File: src/sv/plct_pkg.sv
package plct_pkg;

    localparam int unsigned VOLT_W  = 12;
    localparam int unsigned LEVEL_W = 14;
    localparam logic [LEVEL_W-1:0] LEVEL_MAX   = 14'd10000;
    localparam logic [VOLT_W-1:0]  VOLT_MAX_MV = 12'd3300;

    typedef enum logic [1:0] {
        OP_CONVERT = 2'd0,
        OP_ADD     = 2'd1,
        OP_RESET   = 2'd2,
        OP_NONE    = 2'd3
    } t_op;

    typedef enum logic [2:0] {
        ST_OK       = 3'd0,
        ST_REPLACED = 3'd1,
        ST_LEVEL    = 3'd2,
        ST_FULL     = 3'd3,
        ST_VOLT     = 3'd4,
        ST_NO_SLOT  = 3'd5,
        ST_LVL_ORD  = 3'd6,
        ST_VOLT_ORD = 3'd7
    } t_status;

    typedef struct packed {
        logic [1:0]         op;
        logic [VOLT_W-1:0]  voltage_mv;
        logic [LEVEL_W-1:0] level_in;
    } t_in;

    typedef struct packed {
        logic [LEVEL_W-1:0] level_out;
        logic               updated;
        logic [2:0]         status;
        logic [3:0]         points_used;
    } t_out;

    typedef struct packed {
        logic               start;
        logic [LEVEL_W-1:0] num;
        logic [VOLT_W-1:0]  den;
    } t_div_req;

    typedef struct packed {
        logic                       done;
        logic [LEVEL_W+VOLT_W-1:0]  quot;
        logic                       rem_nz;
    } t_div_rsp;

endpackage

File: src/sv/plct_div.sv
module plct_div (
    input  logic              i_clk,
    input  logic              i_rst_n,
    input  plct_pkg::t_div_req i_req,
    input  logic [plct_pkg::VOLT_W-1:0] i_off,
    output plct_pkg::t_div_rsp o_rsp
);
    import plct_pkg::*;

    localparam int unsigned PW = LEVEL_W + VOLT_W;
    localparam int unsigned CW = $clog2(PW + 1);

    logic [PW-1:0]     r_quo, n_quo;
    logic [VOLT_W:0]   r_rem, n_rem;
    logic [VOLT_W-1:0] r_den;
    logic [CW-1:0]     r_cnt, n_cnt;
    logic              r_busy, n_busy, r_done;
    logic [PW-1:0]     r_prod;
    logic [VOLT_W:0]   w_sh;

    always_comb begin
        n_quo  = r_quo;
        n_rem  = r_rem;
        n_cnt  = r_cnt;
        n_busy = r_busy;
        w_sh   = {r_rem[VOLT_W-1:0], r_quo[PW-1]};
        if (r_busy) begin
            n_quo = {r_quo[PW-2:0], 1'b0};
            if (w_sh >= {1'b0, r_den}) begin
                n_rem    = w_sh - {1'b0, r_den};
                n_quo[0] = 1'b1;
            end else begin
                n_rem = w_sh;
            end
            n_cnt = r_cnt - CW'(1);
            if (r_cnt == CW'(1)) begin
                n_busy = 1'b0;
            end
        end
    end

    always_ff @(posedge i_clk) begin
        r_prod <= PW'(i_req.num) * PW'(i_off);
        r_den  <= i_req.den;
        if (!i_rst_n) begin
            r_busy <= 1'b0;
            r_done <= 1'b0;
            r_cnt  <= '0;
        end else begin
            r_done <= r_busy && !n_busy;
            if (i_req.start) begin
                r_busy <= 1'b0;
                r_cnt  <= CW'(PW);
            end else if (r_cnt == CW'(PW) && !r_busy) begin
                r_busy <= 1'b1;
                r_quo  <= r_prod;
                r_rem  <= '0;
            end else begin
                r_busy <= n_busy;
                r_cnt  <= n_cnt;
                r_quo  <= n_quo;
                r_rem  <= n_rem;
            end
        end
    end

    assign o_rsp.done   = r_done;
    assign o_rsp.quot   = r_quo;
    assign o_rsp.rem_nz = (r_rem != '0);

endmodule

File: src/sv/piecewise_linear_calibration_table.sv
// Convert reads one table entry per cycle, pausing while the bit-serial divider interpolates;
// add walks the table up to four times (match, slot search, shift, order check); reset
// clears the table in one pass.
// One item at a time: busy stays high from acceptance until the result strobe.
// Synchronous reset runs a pass over the table memory, with busy high.
// The receiver cannot stall; each result is shown for exactly one cycle.
module piecewise_linear_calibration_table #(
    parameter int unsigned TABLE_SLOTS = 16
) (
    input  logic           i_clk,
    input  logic           i_rst_n,
    input  logic           start,
    output logic           busy,
    input  plct_pkg::t_in  i_item,
    output logic           o_valid,
    output plct_pkg::t_out o_result
);
    import plct_pkg::*;

    localparam int unsigned AW = $clog2(TABLE_SLOTS);
    localparam int unsigned CW = AW + 1;

    typedef enum logic [10:0] {
        S_CLEAR  = 11'b00000000001,
        S_IDLE   = 11'b00000000010,
        S_CONV   = 11'b00000000100,
        S_DIV    = 11'b00000001000,
        S_MATCH  = 11'b00000010000,
        S_FIND   = 11'b00000100000,
        S_SHIFT  = 11'b00001000000,
        S_WRITE  = 11'b00010000000,
        S_ORDER  = 11'b00100000000,
        S_DONE   = 11'b01000000000,
        S_DWAIT  = 11'b10000000000
    } t_state;

    logic [VOLT_W+LEVEL_W-1:0] r_mem [TABLE_SLOTS];
    logic [VOLT_W+LEVEL_W-1:0] r_rd;
    logic [AW-1:0]             w_ra, w_wa;
    logic                      w_we;
    logic [VOLT_W+LEVEL_W-1:0] w_wd;

    always_ff @(posedge i_clk) begin
        if (w_we) begin
            r_mem[w_wa] <= w_wd;
        end
        r_rd <= r_mem[w_ra];
    end

    t_state              r_st;
    t_in                 r_in;
    logic [CW-1:0]       r_cnt;
    logic [CW-1:0]       r_k;
    logic [CW-1:0]       r_pos;
    logic                r_rdv;
    logic [VOLT_W-1:0]   r_pv;
    logic [LEVEL_W-1:0]  r_pl;
    logic                r_have_prev;
    logic [LEVEL_W-1:0]  r_held;
    logic [2:0]          r_status;
    logic                r_upd;
    logic                r_ovalid;
    logic                r_desc;
    logic [VOLT_W-1:0]   r_den;
    logic [LEVEL_W-1:0]  r_num;
    logic [VOLT_W-1:0]   r_off;
    logic [LEVEL_W-1:0]  r_lo;
    logic                r_divgo;
    t_div_req            w_req;
    t_div_rsp            w_rsp;

    logic [VOLT_W-1:0]   w_cv;
    logic [LEVEL_W-1:0]  w_cl;
    assign w_cv = r_rd[VOLT_W+LEVEL_W-1:LEVEL_W];
    assign w_cl = r_rd[LEVEL_W-1:0];

    assign w_req.start = r_divgo;
    assign w_req.num   = r_num;
    assign w_req.den   = r_den;

    plct_div u_div (
        .i_clk  (i_clk),
        .i_rst_n(i_rst_n),
        .i_req  (w_req),
        .i_off  (r_off),
        .o_rsp  (w_rsp)
    );

    // Address and write logic.
    always_comb begin
        w_ra = r_k[AW-1:0];
        w_we = 1'b0;
        w_wa = r_k[AW-1:0];
        w_wd = '0;
        unique case (r_st)
            S_CLEAR: begin
                w_we = 1'b1;
                w_wd = (r_k == CW'(1)) ? {VOLT_MAX_MV, LEVEL_MAX} : '0;
            end
            S_SHIFT: begin
                w_ra = r_k[AW-1:0] - AW'(1);
                w_we = r_rdv && r_k > r_pos;
                w_wa = r_k[AW-1:0];
                w_wd = r_rd;
            end
            S_WRITE: begin
                w_we = 1'b1;
                w_wa = r_pos[AW-1:0];
                w_wd = {r_in.voltage_mv, r_in.level_in};
            end
            default: ;
        endcase
    end

    logic [LEVEL_W+VOLT_W-1:0] w_q;
    logic [LEVEL_W+VOLT_W:0]   w_drop;
    assign w_q    = w_rsp.quot;
    assign w_drop = {1'b0, w_q}
                  + (LEVEL_W+VOLT_W+1)'((r_desc && w_rsp.rem_nz) ? 1'b1 : 1'b0);

    always_ff @(posedge i_clk) begin
        r_ovalid <= 1'b0;
        r_divgo  <= 1'b0;
        if (!i_rst_n) begin
            r_st        <= S_CLEAR;
            r_k         <= '0;
            r_cnt       <= CW'(2);
            r_held      <= '0;
            r_rdv       <= 1'b0;
            r_have_prev <= 1'b0;
            r_ovalid    <= 1'b0;
        end else begin
            unique case (r_st)
                S_CLEAR: begin
                    r_k <= r_k + CW'(1);
                    if (r_k == CW'(TABLE_SLOTS - 1)) begin
                        r_st <= r_in.op == OP_RESET && r_have_prev ? S_DONE : S_IDLE;
                        r_cnt <= CW'(2);
                    end
                end
                S_IDLE: begin
                    r_have_prev <= 1'b0;
                    r_status    <= ST_OK;
                    r_upd       <= 1'b0;
                    r_rdv       <= 1'b0;
                    r_k         <= '0;
                    if (start) begin
                        r_in <= i_item;
                        unique case (t_op'(i_item.op))
                            OP_CONVERT: r_st <= S_CONV;
                            OP_ADD: begin
                                if (i_item.level_in > LEVEL_MAX) begin
                                    r_status <= ST_LEVEL;
                                    r_st     <= S_DONE;
                                end else if (r_cnt >= CW'(TABLE_SLOTS - 1)) begin
                                    r_status <= ST_FULL;
                                    r_st     <= S_DONE;
                                end else if (i_item.voltage_mv > VOLT_MAX_MV) begin
                                    r_status <= ST_VOLT;
                                    r_st     <= S_DONE;
                                end else begin
                                    r_st <= S_MATCH;
                                end
                            end
                            OP_RESET: begin
                                r_have_prev <= 1'b1;
                                r_st        <= S_CLEAR;
                            end
                            OP_NONE: r_st <= S_DONE;
                        endcase
                    end
                end
                S_CONV: begin
                    // r_rd holds entry r_k-1 when r_rdv is set.
                    if (!r_rdv) begin
                        r_rdv <= 1'b1;
                        r_k   <= r_k + CW'(1);
                    end else begin
                        if (r_have_prev && r_in.voltage_mv > r_pv
                                && r_in.voltage_mv < w_cv) begin
                            r_den  <= w_cv - r_pv;
                            r_off  <= r_in.voltage_mv - r_pv;
                            r_desc <= w_cl < r_pl;
                            r_num  <= (w_cl >= r_pl) ? w_cl - r_pl : r_pl - w_cl;
                            r_lo   <= r_pl;
                            r_divgo <= 1'b1;
                            r_st   <= S_DIV;
                        end else if (r_in.voltage_mv == w_cv) begin
                            r_held <= w_cl;
                            r_upd  <= 1'b1;
                            r_st   <= S_DONE;
                        end else if (r_k >= r_cnt || r_k >= CW'(TABLE_SLOTS)) begin
                            r_st <= S_DONE;
                        end else begin
                            r_k <= r_k + CW'(1);
                        end
                        r_pv        <= w_cv;
                        r_pl        <= w_cl;
                        r_have_prev <= 1'b1;
                    end
                end
                S_DIV: begin
                    if (w_rsp.done) begin
                        if (!r_desc) begin
                            if ({1'b0, w_q} + (LEVEL_W+VOLT_W+1)'(r_lo)
                                    <= (LEVEL_W+VOLT_W+1)'(LEVEL_MAX)) begin
                                r_held <= r_lo + w_q[LEVEL_W-1:0];
                                r_upd  <= 1'b1;
                                r_st   <= S_DONE;
                            end else begin
                                r_st <= S_CONV;
                            end
                        end else if (w_drop <= (LEVEL_W+VOLT_W+1)'(r_lo)) begin
                            r_held <= r_lo - w_drop[LEVEL_W-1:0];
                            r_upd  <= 1'b1;
                            r_st   <= S_DONE;
                        end else begin
                            r_st <= S_CONV;
                        end
                        // Resume scan: entry r_k-1 is re-read and compared afresh.
                        r_rdv       <= 1'b0;
                        r_k         <= r_k - CW'(1);
                        r_have_prev <= 1'b0;
                    end
                end
                S_MATCH: begin
                    if (!r_rdv) begin
                        r_rdv <= 1'b1;
                        r_k   <= r_k + CW'(1);
                    end else if (w_cl == r_in.level_in) begin
                        r_pos    <= r_k - CW'(1);
                        r_status <= ST_REPLACED;
                        r_st     <= S_WRITE;
                    end else if (r_k >= r_cnt) begin
                        r_k   <= r_cnt - CW'(1);
                        r_rdv <= 1'b0;
                        r_st  <= S_FIND;
                    end else begin
                        r_k <= r_k + CW'(1);
                    end
                end
                S_FIND: begin
                    // Read one entry at a time, top down, waiting for each read.
                    if (!r_rdv) begin
                        r_rdv <= 1'b1;
                    end else begin
                        r_rdv <= 1'b0;
                        if (!(r_in.voltage_mv < w_cv)) begin
                            r_pos <= r_k + CW'(1);
                            r_k   <= r_cnt;
                            r_st  <= S_SHIFT;
                        end else if (r_k == '0) begin
                            r_status <= ST_NO_SLOT;
                            r_st     <= S_DONE;
                        end else begin
                            r_k <= r_k - CW'(1);
                        end
                    end
                end
                S_SHIFT: begin
                    if (r_k <= r_pos) begin
                        r_st <= S_WRITE;
                    end else if (!r_rdv) begin
                        r_rdv <= 1'b1;
                    end else begin
                        r_rdv <= 1'b0;
                        r_k   <= r_k - CW'(1);
                    end
                end
                S_WRITE: begin
                    if (r_status != ST_REPLACED) begin
                        r_cnt <= r_cnt + CW'(1);
                    end
                    r_k         <= '0;
                    r_rdv       <= 1'b0;
                    r_have_prev <= 1'b0;
                    r_st        <= S_DWAIT;
                end
                S_DWAIT: r_st <= S_ORDER;
                S_ORDER: begin
                    if (!r_rdv) begin
                        r_rdv <= 1'b1;
                        r_k   <= r_k + CW'(1);
                    end else begin
                        if (r_have_prev && w_cl < r_pl) begin
                            r_status <= ST_LVL_ORD;
                            r_st     <= S_DONE;
                        end else if (r_have_prev && w_cv < r_pv) begin
                            r_status <= ST_VOLT_ORD;
                            r_st     <= S_DONE;
                        end else if (r_k >= r_cnt || r_k >= CW'(TABLE_SLOTS)) begin
                            r_st <= S_DONE;
                        end else begin
                            r_k <= r_k + CW'(1);
                        end
                        r_pv        <= w_cv;
                        r_pl        <= w_cl;
                        r_have_prev <= 1'b1;
                    end
                end
                S_DONE: begin
                    r_ovalid <= 1'b1;
                    r_st     <= S_IDLE;
                end
                default: r_st <= S_IDLE;
            endcase
        end
    end

    assign busy                 = (r_st != S_IDLE);
    assign o_valid              = r_ovalid;
    assign o_result.level_out   = r_held;
    assign o_result.updated     = r_upd;
    assign o_result.status      = r_status;
    assign o_result.points_used = 4'(r_cnt);

    ap_one_result: assert property (@(posedge i_clk) disable iff (!i_rst_n)
        o_valid |=> !o_valid) else $error("result strobe held");
    ap_start_busy: assert property (@(posedge i_clk) disable iff (!i_rst_n)
        start && !busy |=> busy) else $error("accepted item not taken");
    ap_cnt_range: assert property (@(posedge i_clk) disable iff (!i_rst_n)
        r_cnt <= CW'(TABLE_SLOTS)) else $error("point count overflow");

endmodule
File: config.mk
export PLATFORM = sky130hd
export DESIGN_NAME = piecewise_linear_calibration_table
export DESIGN_NICKNAME = d
export VERILOG_FILES = /design/src/sv/plct_pkg.sv /design/src/sv/plct_div.sv /design/src/sv/piecewise_linear_calibration_table.sv
export SDC_FILE = /design/constraint.sdc
export NUM_CORES = 1
export LEC_CHECK = 0
export BUFFER_PORTS_ARGS = -buffer_cell sky130_fd_sc_hd__buf_2
export CORE_UTILIZATION = 25
export CTS_CLUSTER_SIZE = 16
export DETAILED_ROUTE_END_ITERATION = 8
export MAX_ROUTING_LAYER = met4
export PLACE_DENSITY_LB_ADDON = 0.08
export SLEW_MARGIN = 20
export SYNTH_ARGS = -nofsm -noshare
export SYNTH_HDL_FRONTEND = slang
export SYNTH_SLANG_ARGS = --single-unit
File: constraint.sdc
create_clock -name i_clk -period 6.3 [get_ports i_clk]
set_input_delay 0.315 -clock i_clk [delete_from_list [all_inputs] [get_ports i_clk]]
set_output_delay 0.315 -clock i_clk [all_outputs]
set_load 0.02 [all_outputs]
==> metrics.md, run 1 <==
| Metric | Value |
|---|---|
| Die Width | `395 um` |
| Area Overhead vs Synth | `15.7%` |
| Hold path startpoint | `start` |
| Vias in the first global route | `27600` |
| Clock transition at path regs | `50 ps` |
| Core area | `0.153 mm^2` |
| DR iter-0 viols | `1390` |
| Via count | `26400` |
| FF-to-FF Start | `r_num[3]` |
| Fin. Hold Viols | `0` |
| Starting Density | `25.3%` |
| Final Instance Count excl. Fillers | `5690` |
| Worst endpoint required time | `6910 ps` |
| Die height | `395 um` |
| CTS sink cnt | `681` |
| Hold/Removal Path Class | `in -> reg` |
| Critical path class | `reg -> reg` |
| Filler cells | `15800` |
| Via/cell ratio | `4.64` |
| Post-route worst setup slack | `454 ps` |
| DP Area | `0.0416 mm^2` |
| Largest net degree at the start of global routing | `169` |
| Layout net count | `3949` |
| Total grt overflow | `0` |
| Drt pass-1 iters | `5` |
| Worst Clk Skew | `40.6 ps` |
| Final Critical Period | `5850 ps` |
| Post-CTS Setup Repair Bufs | `0` |
| FF+latch count, synth | `681` |
| Diodes inserted | `0` |
| Type of origin of the critical path | `register` |
| Post-synthesis mux area share | `1.60%` |
| Post-synthesis adder-cell area fraction | `13.2%` |
| Slew @ Worst Pin | `1050 ps` |
| Synth warn | `0` |
| Yosys top cell area share | `44.4%` |
| Leak pwr | `16.7 nW` |
| Initial antenna violation count | `3` |
| GP Congestion | `0.804` |
| RSZ-0062 raised after global routing | `false` |
| Max-cap violations | `0` |
| Total GRT Usage | `16.3%` |
| CTS tree | `built` |
| Leading area contributor after synthesis | `edfxtp_1` |
| Placement Setup Slack | `357 ps` |
| Hold slack | `205 ps` |
| Routed Antenna Nets | `0` |
| CP Max Fanout | `9` |
| Simple-gate area share of the yosys netlist | `13.9%` |
| DRC viols | `0` |
| Post-synth EDFFs | `571` |
| First-pass GRT wire length | `184000 um` |
| Status | `complete, no violations` |
| Area contributors post-synth | `edfxtp_1, fa_1, ha_1` |
| Worst rel slew slack | `30.0%` |
| Pins Over Slew Limit | `0` |
| Port-buffer cells | `54` |
| CTS resizes | `0` |
| Share of layout cells above drive strength 1 | `10.7%` |
| Largest family of logic cells by synthesized area | `simple AND/OR/NAND/NOR gates` |
| Synth Flop Type | `edfxtp_1` |
| Critical path arrival | `6450 ps` |
| Syn_area_per_cell | `11.0 um^2` |
| Crit end category | `register` |
| Fmax | `171 MHz` |
| WL/cell | `21.7 um` |
| Synth Area in XOR/XNOR | `2.90%` |
| Num CTS Buffers | `87` |
| Mapped Area | `0.0386 mm^2` |
| Post-synth net total | `3870` |
| Overall die area | `0.156 mm^2` |
| Final period util | `92.8%` |
| Worst-case clock buffer depth | `3` |
| H-tree depth | `3` |
| Post-Syn Instances | `3509` |
| Pwr dens | `329 mW/mm^2` |
| Pwr Total | `14.7 mW` |
| Sequential-to-total area share from yosys stat | `50.1%` |
| Final core occ | `29.3%` |
| Root Driver | `clkbuf_16` |
| Worst-Skew Late Latency | `700 ps` |
| Drt total wl | `124000 um` |
| Setup violations, final | `0` |
| FFs w/ async S/R, synth | `0%` |
| Placed cells | `5501` |
| Setup TNS Final | `0 ps` |
| Synth Area in Compound Gates | `13.1%` |
| Critical Path Start | `r_num[3]` |
| # rows | `143` |
| DP HPWL | `84600 um` |
| # IOs | `55` |
| Unique masters post-synth | `113` |
| Design area | `0.0447 mm^2` |
| Worst vdd ir | `0.213 mV` |
[critical path: stages, from the launching register on]
cell and delay [ps]:
edfxtp_1 560, and2_1 250, fa_1 350, inv_1 80, fa_1 400, fa_1 500
fa_1 560, inv_1 60, fa_1 470, ha_1 350, a211oi_1 270, inv_1 90
o2111a_1 270, o21a_1 220, o31a_1 290, a221oi_1 350, o31ai_1 130, a31o_2 260
a21oi_1 160, xnor2_1 130
[sequential cells by signal (all words and copies together), names as in the netlist, 11 cells and up]
signal,cells
r_num,14
r_st,11
r_off,12
u_div.r_quo,26
r_pv,12
r_in,28
u_div.r_prod,26
r_pl,14
r_mem,416
u_div.r_rem,13
r_lo,14
r_held,14
u_div.r_den,12
r_den,12
r_rd,26
[path summary, 6_finish.rpt]
kind | end | slack [ps] | cells past startpoint
min | r_status[1] | 210 | 3
min reg2reg | u_div.r_den[10] | 340 | 0
max | u_div.r_prod[25] | 450 | 19
max reg2reg | u_div.r_prod[25] | 450 | 19
[timing repair]
| item | 4_1_cts | 5_1_grt |
|---|---|---|
| hold buffers | 28 | 0 |
| endpoints found under the setup margin | 0 | 0 |
| endpoints found under the hold margin | 29 | 0 |
[cell families after synthesis]
| family | after synthesis |
|---|---|
| buffers and inverters | 482 |
| adders and majority gates | 330 |
| and+or+nand+nor | 1099 |
| muxes | 59 |
| xor gates and xnor gates | 127 |
| DFF | 681 |
| AOI/OAI and AO/OA | 731 |
[metal layers]
metal  vias to the layer above  global-route usage (%)  part of all wire [%]
met5                         -                       -                     0
met4                         0                    5.11                   2.9
met3                       164                    2.01                   3.0
met2                       387                    26.8                    48
met1                     13100                    20.7                    46
li1                      12800                       -                     -
[cells in the mapped netlist, types with 6 or more instances]
| cell | n |
|---|---|
| or2_2 | 12 |
| xor2_1 | 47 |
| o211ai_1 | 11 |
| nor2_1 | 158 |
| nand3b_1 | 10 |
| nor3b_1 | 7 |
| o21bai_1 | 6 |
| a21boi_0 | 7 |
| nor4_1 | 17 |
| a211oi_1 | 149 |
| xnor2_1 | 79 |
| nand3_1 | 44 |
| nand2_1 | 466 |
| o21ai_0 | 109 |
| mux2i_1 | 38 |
| nand4_1 | 38 |
| nor2b_1 | 29 |
| buf_2 | 39 |
| dfxtp_1 | 110 |
| a21oi_1 | 159 |
| or3_1 | 12 |
| a31oi_1 | 66 |
| nor3_1 | 60 |
| and2_1 | 162 |
| fa_1 | 127 |
| o21a_1 | 13 |
| inv_1 | 291 |
| nand2b_1 | 20 |
| buf_4 | 15 |
| edfxtp_1 | 571 |
| ha_1 | 203 |
| nor4b_1 | 6 |
| o22ai_1 | 6 |
| a311oi_1 | 54 |
| a221o_1 | 14 |
| a22o_1 | 16 |
| a21o_1 | 32 |
| and3_1 | 18 |
| clkbuf_1 | 119 |
| o31ai_1 | 10 |
| mux2_2 | 21 |
[area by class of cell]
class / count / area (um^2) / share of cell area (%)
Sequential cell: 681 / 19300 / 43.3
Multi-Input combinational cell: 2346 / 17500 / 39.2
Tap cell: 2030 / 2540 / 5.68
Clock buffer: 121 / 2440 / 5.45
Timing Repair Buffer: 179 / 1380 / 3.09
Inverter: 293 / 1100 / 2.46
Clock inverter: 40 / 382 / 0.854
[placed cells by master (no fill, tap or decap), types with 23 or more instances in the layout]
cell type and count:
xor2_1 45, nand3_1 44, mux2i_1 38, edfxtp_1 571, xnor2_1 78, ha_1 203, nor2b_1 29, a21o_1 32
inv_1 291, clkbuf_1 23, buf_2 54, a21oi_1 157, buf_4 89, nand2_1 466, nand4_1 38, fa_1 127
nor2_1 139, clkbuf_16 89, o21ai_0 109, a31oi_1 66, dfxtp_1 110, and2_1 162, a311oi_1 54, nor3_1 60
dlygate4sd3_1 28, a211oi_1 149
[power by group]
group	switching (mW)	internal (mW)	leakage, nW
clock network	2.04	2.84	1.38
logic	2.71	1.39	9.52
registers	0.240	5.48	5.77
(Power assumes the default switching activity.)
==> run 2, diff against run 1 <==
--- a/config.mk
+++ b/config.mk
@@ -5,6 +5,7 @@
 export SDC_FILE = /design/constraint.sdc
 export NUM_CORES = 1
 export LEC_CHECK = 0
+export ABC_CLOCK_PERIOD_IN_PS = 7600
 export BUFFER_PORTS_ARGS = -buffer_cell sky130_fd_sc_hd__buf_2
 export CORE_UTILIZATION = 25
 export CTS_CLUSTER_SIZE = 16
==> constraint.sdc (replaced) <==
create_clock -name i_clk -period 7.6 [get_ports i_clk]
set_input_delay 0.38 -clock i_clk [delete_from_list [all_inputs] [get_ports i_clk]]
set_output_delay 0.38 -clock i_clk [all_outputs]
set_load 0.02 [all_outputs]
==> run 2 against run 1 <==
  * Global-route usage is essentially flat
  * Clock power down 15%
  * Sequential share of layout area grew 0.25 points
  * Count of clock-buffer cells in the layout is the same
  * Final area is 0.56% lower
  * Wire length up 0.22%
  * Via count is 0.51% lower
  * Sequential power decreased by 16%
  * Critical path type unchanged
==> metrics.md, run 2 (same netlist as run 1, synthesis figures left out) <==
| Metric | Value |
|---|---|
| Port-buffer cells | `54` |
| CTS tree | `built` |
| Design area | `0.0444 mm^2` |
| DR iter-0 viols | `1447` |
| Post-CTS Setup Repair Bufs | `0` |
| Setup TNS Final | `0 ps` |
| Largest Register | `r_mem` |
| Hold path startpoint | `i_rst_n` |
| Slew @ Worst Pin | `1100 ps` |
| Critical Path Start | `r_off[5]` |
| Placed cells | `5457` |
| Layout net count | `3905` |
| Worst vdd ir | `0.311 mV` |
| Sequential Power Share | `39.0%` |
| Routed Antenna Nets | `0` |
| Share of layout cells above drive strength 1 | `9.82%` |
| R2r setup slk | `1300 ps` |
| Worst endpoint required time | `8130 ps` |
| Crit end category | `register` |
| H-tree depth | `3` |
| Pint | `8.10 mW` |
| Total GRT Usage | `16.2%` |
| Drt pass-1 iters | `5` |
| Critical path class | `reg -> reg` |
| Setup violations, final | `0` |
| Starting Density | `25.3%` |
| Final Critical Period | `6300 ps` |
| Via count | `26300` |
| Clock transition at path regs | `50 ps` |
| Die height | `395 um` |
| Worst Clk Skew | `60.6 ps` |
| Max reg flops | `416` |
| # IOs | `55` |
| GP Congestion | `0.815` |
| Core area | `0.153 mm^2` |
| Largest net degree at the start of global routing | `179` |
| Critical path arrival | `6830 ps` |
| WL/cell | `22.0 um` |
| Pwr dens | `276 mW/mm^2` |
| Final core occ | `29.1%` |
| Diodes inserted | `0` |
| Worst rel slew slack | `26.8%` |
| Total grt overflow | `0` |
| Commonest non-fill, non-tap cell in the layout | `edfxtp_1` |
| Overall die area | `0.156 mm^2` |
| Root Driver | `clkbuf_16` |
| # rows | `143` |
| Type of origin of the critical path | `register` |
| CTS sink cnt | `681` |
| Fin. Hold Viols | `0` |
| Final period util | `82.9%` |
| CP Max Fanout | `14` |
| CTS resizes | `0` |
| DP HPWL | `81900 um` |
| Status | `complete, no violations` |
| Switching Share | `33.9%` |
| Leak pwr | `16.5 nW` |
| Fmax | `159 MHz` |
| Vias in the first global route | `27000` |
| Area Overhead vs Synth | `15.0%` |
| Clk pwr share | `34.2%` |
| FF-to-FF Start | `r_off[5]` |
| Worst-case clock buffer depth | `3` |
| Initial antenna violation count | `1` |
| DP Area | `0.0412 mm^2` |
| Pwr Total | `12.2 mW` |
| Num CTS Buffers | `86` |
| RSZ-0062 raised after global routing | `false` |
| Final Instance Count excl. Fillers | `5646` |
| Drt total wl | `124000 um` |
| Die Width | `395 um` |
| Most frequent cells in the layout | `edfxtp_1, nand2_1, inv_1, ha_1, and2_1` |
| Via/cell ratio | `4.66` |
| Hold/Removal Path Class | `in -> reg` |
| Worst-Skew Late Latency | `710 ps` |
| Gate power share | `26.8%` |
| DRC viols | `0` |
| Largest registers | `r_mem (416), r_in (28)` |
| Max-cap violations | `0` |
| Pins Over Slew Limit | `0` |
| NetSw | `4.15 mW` |
| First-pass GRT wire length | `183000 um` |
==> run 2: cell types whose count changed in the layout (fill, tap and decap cells not counted), moves of 2 or more <==
| cell | change |
|---|---|
| buf_12 | -4 |
| buf_4 | -40 |
| bufinv_16 | +2 |
| clkbuf_1 | -3 |
| clkbuf_8 | +4 |
| clkinv_1 | -6 |
==> run 2: cell type report <==
cell class / instances / area (um^2)
Fill cell: 15800 / 108000
Sequential cell: 681 / 19300
Multi-Input combinational cell: 2346 / 17500
Tap cell: 2030 / 2540
Clock buffer: 121 / 2460
Inverter: 293 / 1100
Timing Repair Buffer: 136 / 1030
Clock inverter: 39 / 464
==> run 2: per-layer routing <==
layer	share of wire [%]	GRT usage [%]	wire, um	up-vias
li1	-	-	-	12600
met1	47	21.0	58000	13100
met2	48	26.4	59200	345
met3	2.7	1.91	3360	165
met4	2.8	4.82	3460	0
met5	0	-	0	-
==> run 2: worst max-delay path, cell delays in order (launching register included) <==
cell and delay [ps]:
edfxtp_1 690, nand2_1 150, fa_1 560, inv_1 60
fa_1 440, fa_1 550, inv_1 50, fa_1 470
inv_1 50, fa_1 470, ha_1 340, a211oi_1 260
inv_1 90, o2111a_1 270, o21a_1 230, o31a_1 290
a221oi_1 470, o31ai_1 180, a31o_2 270, a21oi_1 160
xnor2_1 70
==> run 2: power groups by stage <==
stage / clock (mW) / sequential [mW] / combinational, mW
after floorplan: 0 / 4.74 / 2.19
after global placement: 0 / 4.86 / 3.39
after detailed placement: 0 / 4.86 / 3.36
after CTS: 4.31 / 4.78 / 3.39
after global routing: 4.44 / 4.81 / 3.66
final: 4.18 / 4.78 / 3.29
==> run 2: worst paths after layout <==
path                      endpoint  cells after the start
setup / recovery  u_div.r_prod[25]                     20
hold / removal            r_cnt[1]                      3
setup reg to reg  u_div.r_prod[25]                     20
hold reg to reg     u_div.r_den[1]                      0
==> run 2: what timing repair did <==
| item | 4_1_cts | 5_1_grt |
|---|---|---|
| hold buffers | 28 | 0 |
| endpoints found under the setup margin | 0 | 0 |
| hold endpoints to repair | 28 | 0 |
==> run 2: per-stage QoR <==
| stage | worst slack, ps | hold slack [ps] |
|---|---|---|
| 3_5_place_dp | 1320 | 330 |
| 4_1_cts | 1270 | 223 |
| 2_1_floorplan | 1820 | 323 |
| 5_1_grt | 978 | 261 |
| 6_report | 1300 | 258 |
| 3_3_place_gp | 1300 | 328 |
==> run 3, diff against run 2 <==
--- a/config.mk
+++ b/config.mk
@@ -5,7 +5,7 @@
 export SDC_FILE = /design/constraint.sdc
 export NUM_CORES = 1
 export LEC_CHECK = 0
-export ABC_CLOCK_PERIOD_IN_PS = 7600
+export ABC_CLOCK_PERIOD_IN_PS = 5950
 export BUFFER_PORTS_ARGS = -buffer_cell sky130_fd_sc_hd__buf_2
 export CORE_UTILIZATION = 25
 export CTS_CLUSTER_SIZE = 16
==> constraint.sdc (replaced) <==
create_clock -name i_clk -period 5.95 [get_ports i_clk]
set_input_delay 0.2975 -clock i_clk [delete_from_list [all_inputs] [get_ports i_clk]]
set_output_delay 0.2975 -clock i_clk [all_outputs]
set_load 0.02 [all_outputs]
==> run 3 against run 2 <==
  * First-iteration DRC count is 0.62% higher
  * Cell count increased by 0.90%
  * Utilization grew 0.27 points
  * Via count increased by 0.89%
  * Sequential power grew 28%
  * Wire length barely moved
  * Combinational power rose by 31%
  * Final area rose by 0.93%
  * Flip-flop and latch count unchanged
  * Clock power is 23% higher
==> metrics.md, run 3 (same netlist as run 1, synthesis figures left out) <==
| Metric | Value |
|---|---|
| Worst-case clock buffer depth | `3` |
| Worst path slowest cell | `fa_1` |
| Critical path class | `reg -> reg` |
| Clock transition at path regs | `70 ps` |
| WHS Path Cells | `3` |
| Core area | `0.153 mm^2` |
| Placement Setup Slack | `132 ps` |
| Crit path max-delay family | `adder cells` |
| Via/cell ratio | `4.66` |
| Critical path arrival | `6270 ps` |
| Pins Over Slew Limit | `0` |
| Status | `complete, no violations` |
| CP Max Fanout | `12` |
| Cells along the critical path | `buf_4 > nand2_1 > fa_1 > inv_1 > fa_1 > fa_1 > fa_1 > fa_1 > ha_1 > a211oi_2 > inv_1 > o2111a_1 > o21a_1 > o31a_1 > a221oi_2 > buf_4 > o31ai_1 > a31o_2 > a21oi_1 > xnor2_1` |
| Worst rel slew slack | `31.1%` |
| DR iter-0 viols | `1456` |
| Crit end category | `register` |
| First-pass GRT wire length | `184000 um` |
| Setup violations, final | `0` |
| Levels on crit path | `20` |
| # IOs | `55` |
| Layout net count | `3958` |
| Pwr dens | `348 mW/mm^2` |
| Max-cap violations | `0` |
| Largest net degree at the start of global routing | `156` |
| Worst reg2reg endpoint | `u_div.r_prod[25]` |
| R2r setup slk | `300 ps` |
| H-tree depth | `3` |
| Pint | `10.3 mW` |
| Largest Register | `r_mem` |
| Num CTS Buffers | `84` |
| Initial antenna violation count | `2` |
| Worst endpoint required time | `6570 ps` |
| Die height | `395 um` |
| Post-route worst setup slack | `296 ps` |
| DP HPWL | `85500 um` |
| Total grt overflow | `0` |
| R2r worst-path depth | `20` |
| Clk pwr share | `33.1%` |
| Top cell by count, worst path | `fa_1` |
| Drt pass-1 iters | `6` |
| Root Driver | `clkbuf_16` |
| Switching Share | `34.1%` |
| Diodes inserted | `0` |
| Worst-Skew Late Latency | `710 ps` |
| Bufs and invs on worst path | `4` |
| Share of layout cells above drive strength 1 | `10.8%` |
| Fin. Hold Viols | `0` |
| Total GRT Usage | `16.3%` |
| Sequential Power Share | `39.2%` |
| Final Critical Period | `5650 ps` |
| RSZ-0062 raised after global routing | `false` |
| Max incr delay on CP | `560 ps` |
| CTS tree | `built` |
| Via count | `26500` |
| Drt total wl | `124000 um` |
| NetSw | `5.32 mW` |
| WL/cell | `21.8 um` |
| FF-to-FF Start | `r_off[5]` |
| Area Overhead vs Synth | `16.1%` |
| Gate power share | `27.7%` |
| Die Width | `395 um` |
| Largest registers | `r_mem (416), r_in (28)` |
| Leak pwr | `16.7 nW` |
| Overall die area | `0.156 mm^2` |
| Commonest non-fill, non-tap cell in the layout | `edfxtp_1` |
| Fmax | `177 MHz` |
| Final period util | `95.0%` |
| Max reg flops | `416` |
| Vias in the first global route | `27400` |
| Most frequent cells in the layout | `edfxtp_1, nand2_1, inv_1, ha_1, and2_1` |
| Setup TNS Final | `0 ps` |
| Hold path startpoint | `i_rst_n` |
| Hold path endpoint | `r_cnt[1]` |
| GP Congestion | `0.823` |
| Slew @ Worst Pin | `1030 ps` |
| Type of origin of the critical path | `register` |
| # rows | `143` |
| Port-buffer cells | `54` |
| DRC viols | `0` |
| Hold/Removal Path Class | `in -> reg` |
| CTS sink cnt | `681` |
| Worst vdd ir | `0.210 mV` |
| Starting Density | `25.3%` |
| Worst Clk Skew | `66.4 ps` |
| Routed Antenna Nets | `0` |
-- run 3: worst max-delay path by stage --
| stage | start | end | slack [ps] |
|---|---|---|---|
| 3_3_place_gp | r_num[2] | u_div.r_prod[20] | 170 |
| 3_5_place_dp | r_off[5] | u_div.r_prod[24] | 130 |
| 4_1_cts | r_off[5] | u_div.r_prod[22] | 130 |
| 5_1_grt | r_off[5] | u_div.r_prod[25] | 60 |
| 2_1_floorplan | r_off[5] | u_div.r_prod[25] | 170 |
| 6_report | r_off[5] | u_div.r_prod[25] | 300 |
-- run 3: area by class of cell --
cell class	count	area (um^2)
Clock buffer	116	2320
Clock inverter	40	454
Fill cell	15800	108000
Inverter	293	1100
Multi-Input combinational cell	2346	17500
Sequential cell	681	19300
Tap cell	2030	2540
Timing Repair Buffer	191	1560
-- run 3: worst min-delay path, stage by stage --
cell,delay [ps]
buf_2,90
buf_4,280
o21ai_0,130
-- run 3: power by group through the flow --
| stage | registers (mW) | logic, mW | clock network, mW |
|---|---|---|---|
| after floorplan | 6.06 | 2.80 | 0 |
| after detailed placement | 6.21 | 4.42 | 0 |
| after global routing | 6.15 | 4.81 | 5.51 |
| after global placement | 6.22 | 4.45 | 0 |
| after CTS | 6.11 | 4.44 | 5.34 |
| final | 6.11 | 4.32 | 5.16 |
-- run 3: per-layer routing --
layer,up-vias,part of all wire (%),GRT usage (%)
met3,149,2.8,2.03
met1,13300,46,20.8
met5,-,0,-
met4,0,2.1,4.04
met2,357,49,27.1
li1,12800,-,-
-- run 3: what timing repair did --
action	in CTS	in global routing
hold endpoints to repair	29	0
setup endpoints to repair	0	4
resized for setup	0	4
setup buffers	0	0
hold buffers	28	0
-- run 3: through the flow --
stage	utilization, %	total power [mW]	instances	hold slack (ps)	area [um^2]
floorplan	-	8.85	3509	323	38600
global placement	27.4	10.7	5512	327	41700
detailed placement	27.4	10.6	5513	327	41800
CTS	29.4	15.9	5697	119	44800
global route	29.4	16.5	5697	144	44800
finish	29.4	15.6	5697	178	44800
